### src/hdl/regime_window_dwell_tracker_assert.svh
// ----------------------------------------------------------------------------
// Regime window dwell tracker assertion macros
// Concurrent assertion wrappers; empty when SYNTHESIS is defined.
// ----------------------------------------------------------------------------
`ifndef REGIME_WINDOW_DWELL_TRACKER_ASSERT_SVH
`define REGIME_WINDOW_DWELL_TRACKER_ASSERT_SVH
`ifndef SYNTHESIS
`define RWDT_ASSERT(lbl, clk, rst, prop, msg) \
   lbl: assert property (@(posedge clk) disable iff (rst) prop) else $error(msg);
`define RWDT_ASSERT_NEXT(lbl, clk, rst, ante, cons, msg) \
   lbl: assert property (@(posedge clk) disable iff (rst) (ante) |=> (cons)) else $error(msg);
`else
`define RWDT_ASSERT(lbl, clk, rst, prop, msg)
`define RWDT_ASSERT_NEXT(lbl, clk, rst, ante, cons, msg)
`endif
`endif

### src/hdl/rwdt_pkg.sv
// ----------------------------------------------------------------------------
// Regime window dwell tracker package
// Payload structs, register indexes, codes and controller/datapath links.
// ----------------------------------------------------------------------------
`default_nettype none

package rwdt_pkg;

   localparam int SAMPLE_W   = 16;
   localparam int TIME_W     = 32;
   localparam int COUNT_W    = 32;
   localparam int ACC_W      = 48;
   localparam int LIMIT_W    = 48;
   localparam int CHANNELS   = 3;
   localparam int RULE_COUNT = 3;
   localparam int MASK_W     = 3;
   localparam int DWELL_W    = 16;
   localparam int MODE_W     = 2;
   localparam int CSR_IDX_W  = 3;
   localparam int DIV_STEPS  = ACC_W;
   localparam int DIV_CNT_W  = $clog2(DIV_STEPS + 1);

   localparam logic [CSR_IDX_W-1:0] CSR_LOW_LIMITS  = 3'd0;
   localparam logic [CSR_IDX_W-1:0] CSR_HIGH_LIMITS = 3'd1;
   localparam logic [CSR_IDX_W-1:0] CSR_RULE_ACTIVE = 3'd2;
   localparam logic [CSR_IDX_W-1:0] CSR_LOW_ENABLE  = 3'd3;
   localparam logic [CSR_IDX_W-1:0] CSR_HIGH_ENABLE = 3'd4;
   localparam logic [CSR_IDX_W-1:0] CSR_MIN_DWELL   = 3'd5;
   localparam logic [CSR_IDX_W-1:0] CSR_METRIC_MODE = 3'd6;

   localparam logic [MODE_W-1:0] MODE_AVERAGE = 2'd0;
   localparam logic [MODE_W-1:0] MODE_PEAK    = 2'd1;
   localparam logic [MODE_W-1:0] MODE_MIN     = 2'd2;

   localparam logic KIND_INTERVAL = 1'b0;
   localparam logic KIND_SUMMARY  = 1'b1;

   localparam logic [DWELL_W-1:0] MIN_DWELL_RESET = 16'd500;

   typedef struct packed {
      logic [TIME_W-1:0]          time_ms;
      logic signed [SAMPLE_W-1:0] sample_a;
      logic signed [SAMPLE_W-1:0] sample_b;
      logic signed [SAMPLE_W-1:0] sample_c;
      logic [MASK_W-1:0]          sample_valid_mask;
      logic signed [SAMPLE_W-1:0] metric_sample;
      logic                       metric_valid;
      logic                       in_range;
      logic                       end_of_log;
   } req_payload_type;

   typedef struct packed {
      logic                       record_kind;
      logic [TIME_W-1:0]          start_time;
      logic [TIME_W-1:0]          end_time;
      logic [COUNT_W-1:0]         matched_rows;
      logic signed [SAMPLE_W-1:0] metric_result;
      logic [TIME_W-1:0]          total_dwell_ms;
      logic                       regime_seen;
      logic                       last;
   } rsp_payload_type;

   typedef struct packed {
      logic row_load;
      logic eval;
      logic close;
      logic report;
      logic div_load;
      logic div_step;
      logic summary;
   } ctrl_cmd_type;

   typedef struct packed {
      logic close_needed;
      logic end_of_log;
      logic report_ok;
      logic avg_needed;
      logic div_last;
      logic out_free;
   } dp_status_type;

endpackage

`default_nettype wire

### src/hdl/rwdt_ctrl.sv
// ----------------------------------------------------------------------------
// Regime window dwell tracker controller
// Sequences row evaluation, run close, interval report, average divide and
// end-of-log summary.
// ----------------------------------------------------------------------------
`default_nettype none
`include "regime_window_dwell_tracker_assert.svh"

module rwdt_ctrl import rwdt_pkg::*; (
   input  logic          clock,
   input  logic          reset,
   input  logic          req_valid,
   output logic          req_stall,
   input  dp_status_type status,
   output ctrl_cmd_type  cmd
);

   typedef enum logic [6:0] {
      ST_IDLE    = 7'b0000001,
      ST_EVAL    = 7'b0000010,
      ST_CLOSE   = 7'b0000100,
      ST_REPORT  = 7'b0001000,
      ST_FINISH  = 7'b0010000,
      ST_DIVIDE  = 7'b0100000,
      ST_SUMMARY = 7'b1000000
   } state_type;

   state_type state_ff, state_in;

   always_comb begin
      state_in = state_ff;
      cmd      = '0;
      unique case (state_ff)
         ST_IDLE: begin
            if (req_valid) begin
               cmd.row_load = 1'b1;
               state_in     = ST_EVAL;
            end
         end
         ST_EVAL: begin
            cmd.eval = 1'b1;
            if (status.close_needed) begin
               state_in = ST_CLOSE;
            end else if (status.end_of_log) begin
               state_in = ST_FINISH;
            end else begin
               state_in = ST_IDLE;
            end
         end
         ST_CLOSE: begin
            cmd.close = 1'b1;
            state_in  = ST_REPORT;
         end
         ST_REPORT: begin
            // short or backward runs are dropped without a record
            if (status.report_ok) begin
               if (status.out_free) begin
                  cmd.report = 1'b1;
                  state_in   = status.end_of_log ? ST_FINISH : ST_IDLE;
               end
            end else begin
               state_in = status.end_of_log ? ST_FINISH : ST_IDLE;
            end
         end
         ST_FINISH: begin
            if (status.avg_needed) begin
               cmd.div_load = 1'b1;
               state_in     = ST_DIVIDE;
            end else begin
               state_in = ST_SUMMARY;
            end
         end
         ST_DIVIDE: begin
            cmd.div_step = 1'b1;
            if (status.div_last) begin
               state_in = ST_SUMMARY;
            end
         end
         ST_SUMMARY: begin
            if (status.out_free) begin
               cmd.summary = 1'b1;
               state_in    = ST_IDLE;
            end
         end
         default: begin
            state_in = ST_IDLE;
         end
      endcase
   end

   always_ff @(posedge clock) begin
      if (reset) begin
         state_ff <= ST_IDLE;
      end else begin
         state_ff <= state_in;
      end
   end

   assign req_stall = (state_ff != ST_IDLE);

   `RWDT_ASSERT_NEXT(a_accept_eval, clock, reset, state_ff == ST_IDLE && req_valid, state_ff == ST_EVAL, "accepted row not evaluated")
   `RWDT_ASSERT_NEXT(a_close_report, clock, reset, state_ff == ST_CLOSE, state_ff == ST_REPORT, "run close not followed by report")
   `RWDT_ASSERT_NEXT(a_divide_hold, clock, reset, state_ff == ST_DIVIDE && !status.div_last, state_ff == ST_DIVIDE, "divide left early")

endmodule

`default_nettype wire

### src/hdl/rwdt_datapath.sv
// ----------------------------------------------------------------------------
// Regime window dwell tracker datapath
// Config registers, row match, run and metric state, radix-2 divider and
// output record register.
// ----------------------------------------------------------------------------
`default_nettype none
`include "regime_window_dwell_tracker_assert.svh"

module rwdt_datapath import rwdt_pkg::*; (
   input  logic                 clock,
   input  logic                 reset,
   input  req_payload_type      req_payload,
   input  ctrl_cmd_type         cmd,
   output dp_status_type        status,
   input  logic                 csr_write,
   input  logic [CSR_IDX_W-1:0] csr_index,
   input  logic [LIMIT_W-1:0]   csr_data,
   input  logic                 rsp_stall,
   output logic                 rsp_valid,
   output rsp_payload_type      rsp_payload
);

   // config
   logic [LIMIT_W-1:0] low_limits_ff;
   logic [LIMIT_W-1:0] high_limits_ff;
   logic [MASK_W-1:0]  rule_active_ff;
   logic [MASK_W-1:0]  low_enable_ff;
   logic [MASK_W-1:0]  high_enable_ff;
   logic [DWELL_W-1:0] min_dwell_ff;
   logic [MODE_W-1:0]  metric_mode_ff;

   // tracking state
   req_payload_type           row_ff;
   logic                      run_open_ff, run_open_in;
   logic [TIME_W-1:0]         run_start_ff, run_start_in;
   logic [COUNT_W-1:0]        row_count_ff, row_count_in;
   logic signed [ACC_W-1:0]   acc_ff, acc_in;
   logic                      seen_ff, seen_in;
   logic [TIME_W-1:0]         dwell_ff, dwell_in;
   logic [TIME_W-1:0]         dur_ff;
   logic                      borrow_ff;

   // divider
   logic [ACC_W-1:0]          quot_ff, quot_in;
   logic [COUNT_W-1:0]        rem_ff, rem_in;
   logic                      neg_ff;
   logic [DIV_CNT_W-1:0]      div_cnt_ff, div_cnt_in;

   // output
   logic                      rsp_valid_ff, rsp_valid_in;
   rsp_payload_type           rsp_payload_ff, rsp_payload_in;

   logic signed [SAMPLE_W-1:0] samp [CHANNELS];
   logic                       row_match;
   logic                       metric_avg;
   logic                       out_free;
   logic signed [ACC_W:0]      acc_sum;
   logic signed [ACC_W-1:0]    metric_ext;
   logic [ACC_W-1:0]           acc_mag;
   logic [TIME_W:0]            close_diff;
   logic [TIME_W:0]            dwell_sum;
   logic                       report_ok;
   logic [COUNT_W+1:0]         div_trial;
   logic signed [SAMPLE_W-1:0] metric_result;

   assign samp[0] = row_ff.sample_a;
   assign samp[1] = row_ff.sample_b;
   assign samp[2] = row_ff.sample_c;

   always_ff @(posedge clock) begin
      if (reset) begin
         low_limits_ff  <= '0;
         high_limits_ff <= '0;
         rule_active_ff <= '0;
         low_enable_ff  <= '0;
         high_enable_ff <= '0;
         min_dwell_ff   <= MIN_DWELL_RESET;
         metric_mode_ff <= MODE_AVERAGE;
      end else if (csr_write) begin
         unique case (csr_index)
            CSR_LOW_LIMITS:  low_limits_ff  <= csr_data;
            CSR_HIGH_LIMITS: high_limits_ff <= csr_data;
            CSR_RULE_ACTIVE: rule_active_ff <= csr_data[MASK_W-1:0];
            CSR_LOW_ENABLE:  low_enable_ff  <= csr_data[MASK_W-1:0];
            CSR_HIGH_ENABLE: high_enable_ff <= csr_data[MASK_W-1:0];
            CSR_MIN_DWELL:   min_dwell_ff   <= csr_data[DWELL_W-1:0];
            CSR_METRIC_MODE: metric_mode_ff <= csr_data[MODE_W-1:0];
            default: begin
            end
         endcase
      end
   end

   // every active rule needs a valid sample inside its enabled bounds
   always_comb begin
      logic signed [SAMPLE_W-1:0] lo;
      logic signed [SAMPLE_W-1:0] hi;
      row_match = 1'b1;
      for (int i = 0; i < RULE_COUNT; i++) begin
         lo = $signed(low_limits_ff[i*SAMPLE_W +: SAMPLE_W]);
         hi = $signed(high_limits_ff[i*SAMPLE_W +: SAMPLE_W]);
         if (rule_active_ff[i]) begin
            if (!row_ff.sample_valid_mask[i]) begin
               row_match = 1'b0;
            end
            if (low_enable_ff[i] && (samp[i] < lo)) begin
               row_match = 1'b0;
            end
            if (high_enable_ff[i] && (samp[i] > hi)) begin
               row_match = 1'b0;
            end
         end
      end
   end

   assign metric_avg = (metric_mode_ff != MODE_PEAK) && (metric_mode_ff != MODE_MIN);
   assign metric_ext = ACC_W'(row_ff.metric_sample);
   assign acc_sum    = (ACC_W + 1)'(acc_ff) + (ACC_W + 1)'(row_ff.metric_sample);
   assign close_diff = {1'b0, row_ff.time_ms} - {1'b0, run_start_ff};
   assign dwell_sum  = {1'b0, dwell_ff} + {1'b0, dur_ff};
   assign report_ok  = !borrow_ff && (dur_ff >= {{(TIME_W-DWELL_W){1'b0}}, min_dwell_ff});
   assign acc_mag    = acc_ff[ACC_W-1] ? (~acc_ff[ACC_W-1:0] + {{(ACC_W-1){1'b0}}, 1'b1})
                                       : acc_ff[ACC_W-1:0];
   assign div_trial  = {1'b0, rem_ff, quot_ff[ACC_W-1]} - {2'b00, row_count_ff};

   always_comb begin
      run_open_in  = run_open_ff;
      run_start_in = run_start_ff;
      row_count_in = row_count_ff;
      acc_in       = acc_ff;
      seen_in      = seen_ff;
      dwell_in     = dwell_ff;
      if (cmd.eval && row_ff.in_range && row_match) begin
         if (!run_open_ff) begin
            run_open_in  = 1'b1;
            run_start_in = row_ff.time_ms;
         end
         if (row_count_ff != '1) begin
            row_count_in = row_count_ff + {{(COUNT_W-1){1'b0}}, 1'b1};
         end
         if (row_ff.metric_valid) begin
            seen_in = 1'b1;
            if (metric_mode_ff == MODE_PEAK) begin
               if (!seen_ff || (metric_ext > acc_ff)) begin
                  acc_in = metric_ext;
               end
            end else if (metric_mode_ff == MODE_MIN) begin
               if (!seen_ff || (metric_ext < acc_ff)) begin
                  acc_in = metric_ext;
               end
            end else if (acc_sum[ACC_W] != acc_sum[ACC_W-1]) begin
               // signed saturation of the running sum
               acc_in = acc_sum[ACC_W] ? {1'b1, {(ACC_W-1){1'b0}}} : {1'b0, {(ACC_W-1){1'b1}}};
            end else begin
               acc_in = acc_sum[ACC_W-1:0];
            end
         end
      end
      if (cmd.close) begin
         run_open_in = 1'b0;
      end
      if (cmd.report) begin
         dwell_in = dwell_sum[TIME_W] ? '1 : dwell_sum[TIME_W-1:0];
      end
      if (cmd.summary) begin
         run_open_in  = 1'b0;
         run_start_in = '0;
         row_count_in = '0;
         acc_in       = '0;
         seen_in      = 1'b0;
         dwell_in     = '0;
      end
   end

   always_ff @(posedge clock) begin
      if (reset) begin
         run_open_ff  <= 1'b0;
         run_start_ff <= '0;
         row_count_ff <= '0;
         acc_ff       <= '0;
         seen_ff      <= 1'b0;
         dwell_ff     <= '0;
      end else begin
         run_open_ff  <= run_open_in;
         run_start_ff <= run_start_in;
         row_count_ff <= row_count_in;
         acc_ff       <= acc_in;
         seen_ff      <= seen_in;
         dwell_ff     <= dwell_in;
      end
   end

   always_ff @(posedge clock) begin
      if (cmd.row_load) begin
         row_ff <= req_payload;
      end
      if (cmd.close) begin
         dur_ff    <= close_diff[TIME_W-1:0];
         borrow_ff <= close_diff[TIME_W];
      end
   end

   // restoring divide of |sum| by row count, one quotient bit per cycle
   always_comb begin
      quot_in    = quot_ff;
      rem_in     = rem_ff;
      div_cnt_in = div_cnt_ff;
      if (cmd.div_load) begin
         quot_in    = acc_mag;
         rem_in     = '0;
         div_cnt_in = DIV_CNT_W'(DIV_STEPS);
      end else if (cmd.div_step) begin
         div_cnt_in = div_cnt_ff - {{(DIV_CNT_W-1){1'b0}}, 1'b1};
         if (!div_trial[COUNT_W+1]) begin
            rem_in  = div_trial[COUNT_W-1:0];
            quot_in = {quot_ff[ACC_W-2:0], 1'b1};
         end else begin
            rem_in  = {rem_ff[COUNT_W-2:0], quot_ff[ACC_W-1]};
            quot_in = {quot_ff[ACC_W-2:0], 1'b0};
         end
      end
   end

   always_ff @(posedge clock) begin
      if (reset) begin
         div_cnt_ff <= '0;
      end else begin
         div_cnt_ff <= div_cnt_in;
      end
   end

   always_ff @(posedge clock) begin
      quot_ff <= quot_in;
      rem_ff  <= rem_in;
      if (cmd.div_load) begin
         neg_ff <= acc_ff[ACC_W-1];
      end
   end

   always_comb begin
      if (!metric_avg) begin
         if (!seen_ff) begin
            metric_result = '0;
         end else if (acc_ff > ACC_W'(32767)) begin
            metric_result = 16'sh7FFF;
         end else if (acc_ff < -ACC_W'(32768)) begin
            metric_result = 16'sh8000;
         end else begin
            metric_result = acc_ff[SAMPLE_W-1:0];
         end
      end else if (row_count_ff == '0) begin
         metric_result = '0;
      end else if (neg_ff) begin
         if (quot_ff > ACC_W'(32768)) begin
            metric_result = 16'sh8000;
         end else begin
            metric_result = $signed(~quot_ff[SAMPLE_W-1:0] + 16'd1);
         end
      end else if (quot_ff > ACC_W'(32767)) begin
         metric_result = 16'sh7FFF;
      end else begin
         metric_result = $signed(quot_ff[SAMPLE_W-1:0]);
      end
   end

   assign out_free = !rsp_valid_ff || !rsp_stall;

   always_comb begin
      rsp_payload_in = rsp_payload_ff;
      rsp_valid_in   = rsp_valid_ff && rsp_stall;
      if (cmd.report) begin
         rsp_valid_in                  = 1'b1;
         rsp_payload_in                = '0;
         rsp_payload_in.record_kind    = KIND_INTERVAL;
         rsp_payload_in.start_time     = run_start_ff;
         rsp_payload_in.end_time       = row_ff.time_ms;
         rsp_payload_in.last           = !row_ff.end_of_log;
      end else if (cmd.summary) begin
         rsp_valid_in                  = 1'b1;
         rsp_payload_in                = '0;
         rsp_payload_in.record_kind    = KIND_SUMMARY;
         rsp_payload_in.matched_rows   = row_count_ff;
         rsp_payload_in.metric_result  = metric_result;
         rsp_payload_in.total_dwell_ms = dwell_ff;
         rsp_payload_in.regime_seen    = (dwell_ff != '0);
         rsp_payload_in.last           = 1'b1;
      end
   end

   always_ff @(posedge clock) begin
      if (reset) begin
         rsp_valid_ff <= 1'b0;
      end else begin
         rsp_valid_ff <= rsp_valid_in;
      end
      rsp_payload_ff <= rsp_payload_in;
   end

   assign rsp_valid   = rsp_valid_ff;
   assign rsp_payload = rsp_payload_ff;

   assign status.close_needed = (row_ff.in_range && !row_match && run_open_ff) ||
                                (row_ff.end_of_log &&
                                 (run_open_ff || (row_ff.in_range && row_match)));
   assign status.end_of_log   = row_ff.end_of_log;
   assign status.report_ok    = report_ok;
   assign status.avg_needed   = metric_avg && (row_count_ff != '0);
   assign status.div_last     = (div_cnt_ff == {{(DIV_CNT_W-1){1'b0}}, 1'b1});
   assign status.out_free     = out_free;

   `RWDT_ASSERT(a_no_overwrite, clock, reset, (rsp_valid_ff && rsp_stall) |-> !(cmd.report || cmd.summary), "waiting record overwritten")
   `RWDT_ASSERT(a_div_count, clock, reset, cmd.div_step |-> (div_cnt_ff != '0), "divider stepped past its count")
   `RWDT_ASSERT_NEXT(a_summary_clear, clock, reset, cmd.summary, rsp_valid_ff && rsp_payload_ff.last && !run_open_ff && (row_count_ff == '0), "summary did not end the log")

endmodule

`default_nettype wire

### src/hdl/regime_window_dwell_tracker.sv
// ----------------------------------------------------------------------------
// Regime window dwell tracker
// Matches logged rows against per-channel bounds, reports match runs that
// last the minimum dwell, and closes each log with a summary record.
// ----------------------------------------------------------------------------
//  channel  handshake           payload                      direction
//  req      req_valid/req_stall req_payload (row)            in
//  rsp      rsp_valid/rsp_stall rsp_payload (record)         out
//  csr      csr_valid/csr_ready csr_index, csr_data          in
//
//  A row is accepted, then evaluated; closing a run adds a close and a
//  report step. End of log adds a finish and a summary step, plus the
//  radix-2 divider in average mode (any code but peak or min) when rows matched.
//  Reset is synchronous; it clears tracking state and restores register
//  defaults. A stalled rsp holds the output register; report and summary
//  wait for it to free up. csr_ready is always high.
// ----------------------------------------------------------------------------
`default_nettype none

module regime_window_dwell_tracker import rwdt_pkg::*; (
   input  logic                 clock,
   input  logic                 reset,
   input  logic                 req_valid,
   output logic                 req_stall,
   input  req_payload_type      req_payload,
   output logic                 rsp_valid,
   input  logic                 rsp_stall,
   output rsp_payload_type      rsp_payload,
   input  logic                 csr_valid,
   output logic                 csr_ready,
   input  logic [CSR_IDX_W-1:0] csr_index,
   input  logic [LIMIT_W-1:0]   csr_data
);

   ctrl_cmd_type  cmd;
   dp_status_type status;

   assign csr_ready = 1'b1;

   rwdt_ctrl u_ctrl (
      .clock     (clock),
      .reset     (reset),
      .req_valid (req_valid),
      .req_stall (req_stall),
      .status    (status),
      .cmd       (cmd)
   );

   rwdt_datapath u_datapath (
      .clock       (clock),
      .reset       (reset),
      .req_payload (req_payload),
      .cmd         (cmd),
      .status      (status),
      .csr_write   (csr_valid && csr_ready),
      .csr_index   (csr_index),
      .csr_data    (csr_data),
      .rsp_stall   (rsp_stall),
      .rsp_valid   (rsp_valid),
      .rsp_payload (rsp_payload)
   );

endmodule

`default_nettype wire

### config.mk
export PLATFORM = sky130hd
export DESIGN_NAME = regime_window_dwell_tracker
export DESIGN_NICKNAME = d
export VERILOG_FILES = /design/src/hdl/rwdt_pkg.sv /design/src/hdl/rwdt_ctrl.sv /design/src/hdl/rwdt_datapath.sv /design/src/hdl/regime_window_dwell_tracker.sv
export VERILOG_INCLUDE_DIRS = /design/src /design/src/hdl
export SDC_FILE = /design/constraint.sdc
export NUM_CORES = 2
export LEC_CHECK = 0
export ABC_AREA = 1
export ABC_CLOCK_PERIOD_IN_PS = 11600
export BUFFER_PORTS_ARGS = -buffer_cell sky130_fd_sc_hd__buf_2
export CAP_MARGIN = 10
export CORE_UTILIZATION = 60
export CTS_CLUSTER_SIZE = 28
export DETAILED_ROUTE_END_ITERATION = 10
export PLACE_DENSITY = 0.83
export SLEW_MARGIN = 20
export SYNTH_ARGS = -nofsm -noshare
export SYNTH_HDL_FRONTEND = slang
export SYNTH_SLANG_ARGS = --single-unit
### constraint.sdc
create_clock -name clock -period 11.6 [get_ports clock]
set_input_delay 1.16 -clock clock [delete_from_list [all_inputs] [get_ports clock]]
set_output_delay 1.16 -clock clock [all_outputs]
set_load 0.02 [all_outputs]
* After elaboration in Yosys (flattened, before gate mapping) *
Index checks and enable logic that the tools add are counted.
Widths: inputs -> output; s select.

operators by class
  add/subtract/negate cells = 8
  magnitude comparators = 13
  equal/unequal tests = 27
  multiplexer cells = 58
  bitwise operators = 3
  reductions and logical operators = 48

operator list
  cell                   count
  $mux 48                9
  $mux 146               2
  $mux 16                8
  $gt 48x16->1 const B   2
  $mux 32                2
  $reduce_bool 32->1     2
  $add 48x16->49         1
  $mux 7                 7
  $pmux 7 s7             1
  $add 48x1->48 const B  1
  $gt 16x16->1           3
  $gt 16x48->1           1
  $gt 48x15->1 const B   1
  $lt 16x16->1           3
  $lt 16x48->1           1
  $lt 48x16->1 const B   1
  $not 48->48            1
  $sub 33x32->34         1
  $add 32x32->33         1
  $sub 32x32->33         1
  $add 32x1->32 const B  1
  $ge 32x16->1           1
  $logic_not 32->1       1
  $ne 32x32->1 const B   1
  34 further kinds       104

storage, ports and cells
  register bits = 646
  logic and storage cells = 196

* Depth between registers and ports, before layout *
  word-level depth = 19
  mapped depth = 24

* Hierarchy *
Synthesis repeated with hierarchy kept, for this count alone.

unflattened totals
  cells, all modules = 5335
  area total of the unflattened synthesis = 39487.9 um2

modules (own cells, without submodules)
  module                       instances  cells an instance  area each (um2)
  rwdt_datapath                1          5240               38906.1
  rwdt_ctrl                    1          93                 570.5
  regime_window_dwell_tracker  1          2                  11.3

* Worst setup path before layout *
Ideal clock, no wire load.

  path type = input to register
  from = input req_valid
  to = register u_datapath.row_ff, in the netlist u_datapath.metric_ext[0], enable pin
  arrival = 5447 ps
  data required time = 11036 ps
  setup slack = 5589 ps
  stages = 2
  buffers on the path = 0
  path through = inv_1 nor2_1

RTL lines
  element               line                               text
  from (decl)           regime_window_dwell_tracker.sv:23  input logic req_valid,
  to (signal assigned)  rwdt_datapath.sv:195               row_ff <= req_payload;
  to (decl)             rwdt_datapath.sv:33                req_payload_type row_ff;

* Worst setup path after layout *
  from = input rsp_stall
  to = register u_datapath.rsp_payload_ff, in the netlist u_datapath.rsp_payload[13]

on the way
  cells in the longest elaborated chain, start to end = 5
  elaborated cells between the ends (all ways) = 6
  those cells by class = mux (4); reduce/logical (2)

RTL lines
  element               line                               text
  from (decl)           regime_window_dwell_tracker.sv:27  input logic rsp_stall,
  $logic_not 1->1 *     rwdt_datapath.sv:266               assign out_free = !rsp_valid_ff || !rsp_stall;
  $logic_or 1x1->1 *    rwdt_datapath.sv:266
  $mux 1 *              rwdt_ctrl.sv:57, rwdt_ctrl.sv:80
  $mux 1                rwdt_ctrl.sv:56                    if (status.report_ok) begin
  $mux 1                rwdt_ctrl.sv:33                    unique case (state_ff)
  to (signal assigned)  rwdt_datapath.sv:296               rsp_payload_ff <= rsp_payload_in;
  to (decl)             rwdt_datapath.sv:51                rsp_payload_type rsp_payload_ff, rsp_payload_in;

Every way passes the cells marked *; elsewhere a longest branch is shown, timed or not.
A chain may end at the register's enable or synchronous reset.

==> flow_results.xml <==
<?xml version="1.0" encoding="UTF-8"?>
<metrics>
  <group name="routing">
    <metric name="wl" unit="um">121000</metric>
    <metric name="ant_nets" unit="">0</metric>
    <metric name="post-route-drc-count" unit="">0</metric>
    <metric name="avgViaCountPerCell" unit="">5.81</metric>
    <metric name="detail_route.wl_per_cell" unit="um">18.6</metric>
    <metric name="drtPass1Iterations" unit="">6</metric>
    <metric name="route.vias.total" unit="">37778</metric>
    <metric name="drt_iter0_markers" unit="">3597</metric>
  </group>
  <group name="power">
    <metric name="switching_power" unit="mW">1.39</metric>
    <metric name="powerDensity" unit="nW/um^2">121</metric>
    <metric name="peakVddDrop" unit="V">0.000121</metric>
    <metric name="power.share.switching" unit="%">25.8</metric>
    <metric name="internal_power" unit="mW">4.00</metric>
    <metric name="post-layout-total-power" unit="mW">5.39</metric>
    <metric name="power.static_leakage" unit="nW">20.0</metric>
    <metric name="clockPowerShare" unit="%">43.9</metric>
    <metric name="seq_power_share" unit="%">45.6</metric>
    <metric name="share_comb_of_total_power" unit="%">10.6</metric>
  </group>
  <group name="synth">
    <metric name="netlist_area_before_placement" unit="um^2">39700</metric>
    <metric name="postSynthAreaPerCell" unit="um^2">7.43</metric>
    <metric name="yosys_register_bits" unit="">646</metric>
    <metric name="ys_warn_count" unit="">0</metric>
    <metric name="synthesis.instances" unit="">5341</metric>
    <metric name="synthArstFlopShare" unit="%">0</metric>
    <metric name="synth_top_flop_cell" unit="">dfxtp_1</metric>
    <metric name="yosysUniqueCellTypes" unit="">59</metric>
    <metric name="synth_edf_count" unit="">249</metric>
    <metric name="synth_sequential_area_ratio" unit="%">38.9</metric>
    <metric name="mappedNetlistNets" unit="">5812</metric>
  </group>
  <group name="critical_path">
    <metric name="reg2regPathDepth" unit="">11</metric>
    <metric name="regToRegSetupSlack" unit="ns">7.28</metric>
    <metric name="timing.critical_path.from" unit="">rsp_stall</metric>
    <metric name="cell_breakdown_of_the_critical_path" unit="">buf_2 &gt; nand2_1 &gt; inv_1 &gt; nor2_4 &gt; clkinv_1 &gt; nand2_4 &gt; buf_4 &gt; nand2_1 &gt; o21ai_0 &gt; inv_1</metric>
    <metric name="crit_path_max_fanout" unit="">55</metric>
    <metric name="timing.critical_path.max_delay_family" unit="">buffers and inverters</metric>
    <metric name="kind_of_end_point_of_the_critical_path" unit="">flop</metric>
    <metric name="max_stage_delay" unit="ns">0.87</metric>
    <metric name="timing.critical_path.from_type" unit="">input port</metric>
    <metric name="worstPathArrival" unit="ns">4.96</metric>
    <metric name="r2r-end" unit="">u_datapath.rsp_payload[13]</metric>
    <metric name="worst_path_max_delay_cell" unit="">clkinv_1</metric>
    <metric name="required" unit="ns">12.11</metric>
    <metric name="setup_crit_path_kind" unit="">in -&gt; reg</metric>
    <metric name="rr_startpoint" unit="">u_ctrl.state_ff[1]</metric>
    <metric name="path_buf_inv" unit="">5</metric>
  </group>
  <group name="floorplanning">
    <metric name="chipWidth" unit="um">259</metric>
    <metric name="design.core.area" unit="um^2">64900</metric>
    <metric name="std_cell_rows" unit="">93</metric>
    <metric name="io-pin-count" unit="">308</metric>
    <metric name="die_y" unit="um">259</metric>
    <metric name="start_util" unit="%">61.1</metric>
    <metric name="die-area" unit="um^2">67200</metric>
  </group>
  <group name="global_routing">
    <metric name="grt_max_degree" unit="">126</metric>
    <metric name="globalRoute.totalOverflow" unit="">0</metric>
    <metric name="grt_pass1_vias" unit="">35569</metric>
    <metric name="grt_util_all_layers" unit="%">35.1</metric>
    <metric name="grt_first_pass_wirelength" unit="um">189000</metric>
    <metric name="grt_antenna_before_repair" unit="">14</metric>
  </group>
  <group name="clock_tree">
    <metric name="cts.repair_timing.setup_buffer_count" unit="">0</metric>
    <metric name="post_cts.resized_instances" unit="">0</metric>
    <metric name="numClockSinks" unit="">646</metric>
    <metric name="clock_latency" unit="ns">0.62</metric>
    <metric name="clock_path_buffers" unit="">3</metric>
    <metric name="cts.root.buffer_cell" unit="">clkbuf_16</metric>
    <metric name="clkSlewWorstSetupHoldPaths" unit="ns">0.06</metric>
    <metric name="ctsHoldBuffers" unit="">0</metric>
    <metric name="clock_tree.htree_level_count" unit="">3</metric>
    <metric name="cts_tree" unit="">built</metric>
    <metric name="cts-buffers-inserted" unit="">70</metric>
  </group>
  <group name="timing">
    <metric name="slew_headroom" unit="%">27.6</metric>
    <metric name="hold_viol_final" unit="">0</metric>
    <metric name="fmax" unit="GHz">0.224</metric>
    <metric name="worst-slew-pin-transition" unit="ns">1.09</metric>
    <metric name="rsz0062_at_grt" unit="">false</metric>
    <metric name="timing.final.crit_period" unit="ns">4.45</metric>
    <metric name="report.final.slew_viol_count" unit="">0</metric>
    <metric name="layout_setup_ws" unit="ns">7.15</metric>
    <metric name="skew" unit="ns">0.0283</metric>
    <metric name="finalSetupViolations" unit="">0</metric>
    <metric name="setup-tns-final" unit="ns">0</metric>
    <metric name="period_share" unit="%">38.4</metric>
    <metric name="hold-worst-slack" unit="ns">0.458</metric>
  </group>
  <group name="placement">
    <metric name="gp_routability_congestion" unit="">1.03</metric>
    <metric name="portBuffers" unit="">306</metric>
    <metric name="place.detailed.instances" unit="">6357</metric>
    <metric name="preCtsSetupSlack" unit="ns">6.60</metric>
    <metric name="postPlaceCellArea" unit="um^2">41800</metric>
    <metric name="place.detailed.hpwl" unit="um">89600</metric>
  </group>
  <group name="hold_path">
    <metric name="worstHoldEndpoint" unit="">u_datapath.low_limits_ff[7]</metric>
    <metric name="hold_depth" unit="">2</metric>
    <metric name="hold_start" unit="">u_datapath.low_limits_ff[7]</metric>
    <metric name="timing.hold.worst.class" unit="">reg -&gt; reg</metric>
  </group>
  <group name="layout">
    <metric name="fin_nets" unit="">6045</metric>
    <metric name="finish.instance_area" unit="um^2">44300</metric>
    <metric name="drive_above_1_share" unit="%">9.11</metric>
    <metric name="layout.cells.non_filler" unit="">6505</metric>
    <metric name="layout-area-overhead-vs-synth" unit="%">11.7</metric>
    <metric name="final_core_utilization" unit="%">68.3</metric>
  </group>
  <group name="flow_run">
    <metric name="maxCapViolations" unit="">0</metric>
  </group>
  <group name="status">
    <metric name="run_status" unit="">complete, no violations</metric>
  </group>
</metrics>
## power by group through the flow
stage	Combinational, mW	Sequential, mW	Clock [mW]
after floorplan	0.380	2.50	0
after global placement	0.535	2.50	0
after detailed placement	0.550	2.50	0
after CTS	0.557	2.45	2.38
after global routing	0.633	2.46	2.46
final	0.569	2.45	2.36
## tightest hold or removal path: cells and delay by family (launching register included)
kind | cells | cell delay (ns)
flops | 1 | 0.30
buf+inv | 1 | 0.06
compound gates | 1 | 0.05
## logic make-up (layout without fill, tap and decap cells)
kind of cell | count (synthesis) | count (layout) | share of synthesized area, %
AO/OA/AOI/OAI | 1197 | 1197 | 16.4
XOR/XNOR | 172 | 172 | 3.80
adder cells (fa/ha/maj) | 313 | 313 | 9.94
buffers and inverters | 932 | 1223 | 9.07
flip-flops | 646 | 646 | 38.9
other | 1 | 19 | 0.00945
AND/OR/NAND/NOR | 2080 | 2080 | 22.0
## per-layer routing
layer,GRT usage (%),up-vias,wire [um]
met5,0,-,27
met4,16.3,4,5800
met3,6.48,356,10600
met2,56.3,1776,54700
met1,45.9,17408,49500
li1,-,18234,-
## sequential cells by signal (all words and copies together) (netlist names), 2 cells and up
register,cells
u_datapath.rsp_payload,147
u_datapath.div_cnt_ff,6
u_datapath.rem_ff,32
u_datapath.dwell_ff,32
u_datapath.high_limits_ff,48
u_datapath.low_enable_ff,3
u_datapath.row_ff,85
u_datapath.rule_active_ff,3
u_datapath.min_dwell_ff,16
u_datapath.high_enable_ff,3
u_datapath.dur_ff,32
u_datapath.run_start_ff,32
u_datapath.metric_mode_ff,2
u_datapath.acc_ff,48
u_ctrl.state_ff,7
u_datapath.low_limits_ff,48
u_datapath.metric_ext,16
u_datapath.row_count_ff,32
u_datapath.quot_ff,48
## cell usage after synthesis, drive strengths merged, types with 77 or more instances
cell type / number / area share [%]
nand2: 1078 / 10
inv: 748 / 7.1
o21ai: 413 / 5.2
nand3: 261 / 3.3
ha: 309 / 9.7
xor2: 135 / 3.0
nor2: 501 / 4.8
nor3: 91 / 1.2
clkbuf: 127 / 1.2
dfxtp: 397 / 20
nand4: 77 / 1.2
a21oi: 597 / 7.6
edfxtp: 249 / 19
## final cells by class
cell class / count / area, um^2
antenna: 18 / 45.0
multi-input combinational: 3763 / 20700
fill: 5461 / 20600
sequential: 646 / 15400
clock buffer: 90 / 1930
inverter: 752 / 2830
tap: 855 / 1070
clock inverter: 40 / 499
timing repair buffer: 341 / 1810
## how the worst max path moves through the flow
| stage | depth (start not counted) | to |
|---|---|---|
| 5_1_grt | 10 | u_datapath.rsp_payload[6] |
| 3_5_place_dp | 10 | u_datapath.rsp_payload[13] |
| 4_1_cts | 10 | u_datapath.rsp_payload[13] |
| 6_report | 10 | u_datapath.rsp_payload[13] |
| 2_1_floorplan | 2 | u_datapath.metric_ext[0] |
| 3_3_place_gp | 7 | u_datapath.rsp_payload[0] |
## placed cells by master, fill, tap and decap left out, types with 11 or more instances in the layout
master        n
clkbuf_1     12
xor2_1      135
a31oi_1      15
o21bai_1     30
buf_2       306
nor4_1       40
o21ai_0     396
nand3_1     260
o21a_1       15
o211ai_1     53
edfxtp_1    249
ha_1        309
clkbuf_16    72
clkinv_1     11
a21oi_1     594
inv_2        14
a21o_1       16
o21ai_1      16
nor2_1      487
diode_2      18
dfxtp_1     397
xnor2_1      37
nand4_1      77
inv_1       733
buf_4        34
nor3_1       88
nand2_1    1065
nand2_2      12
(Power assumes the default switching activity.)
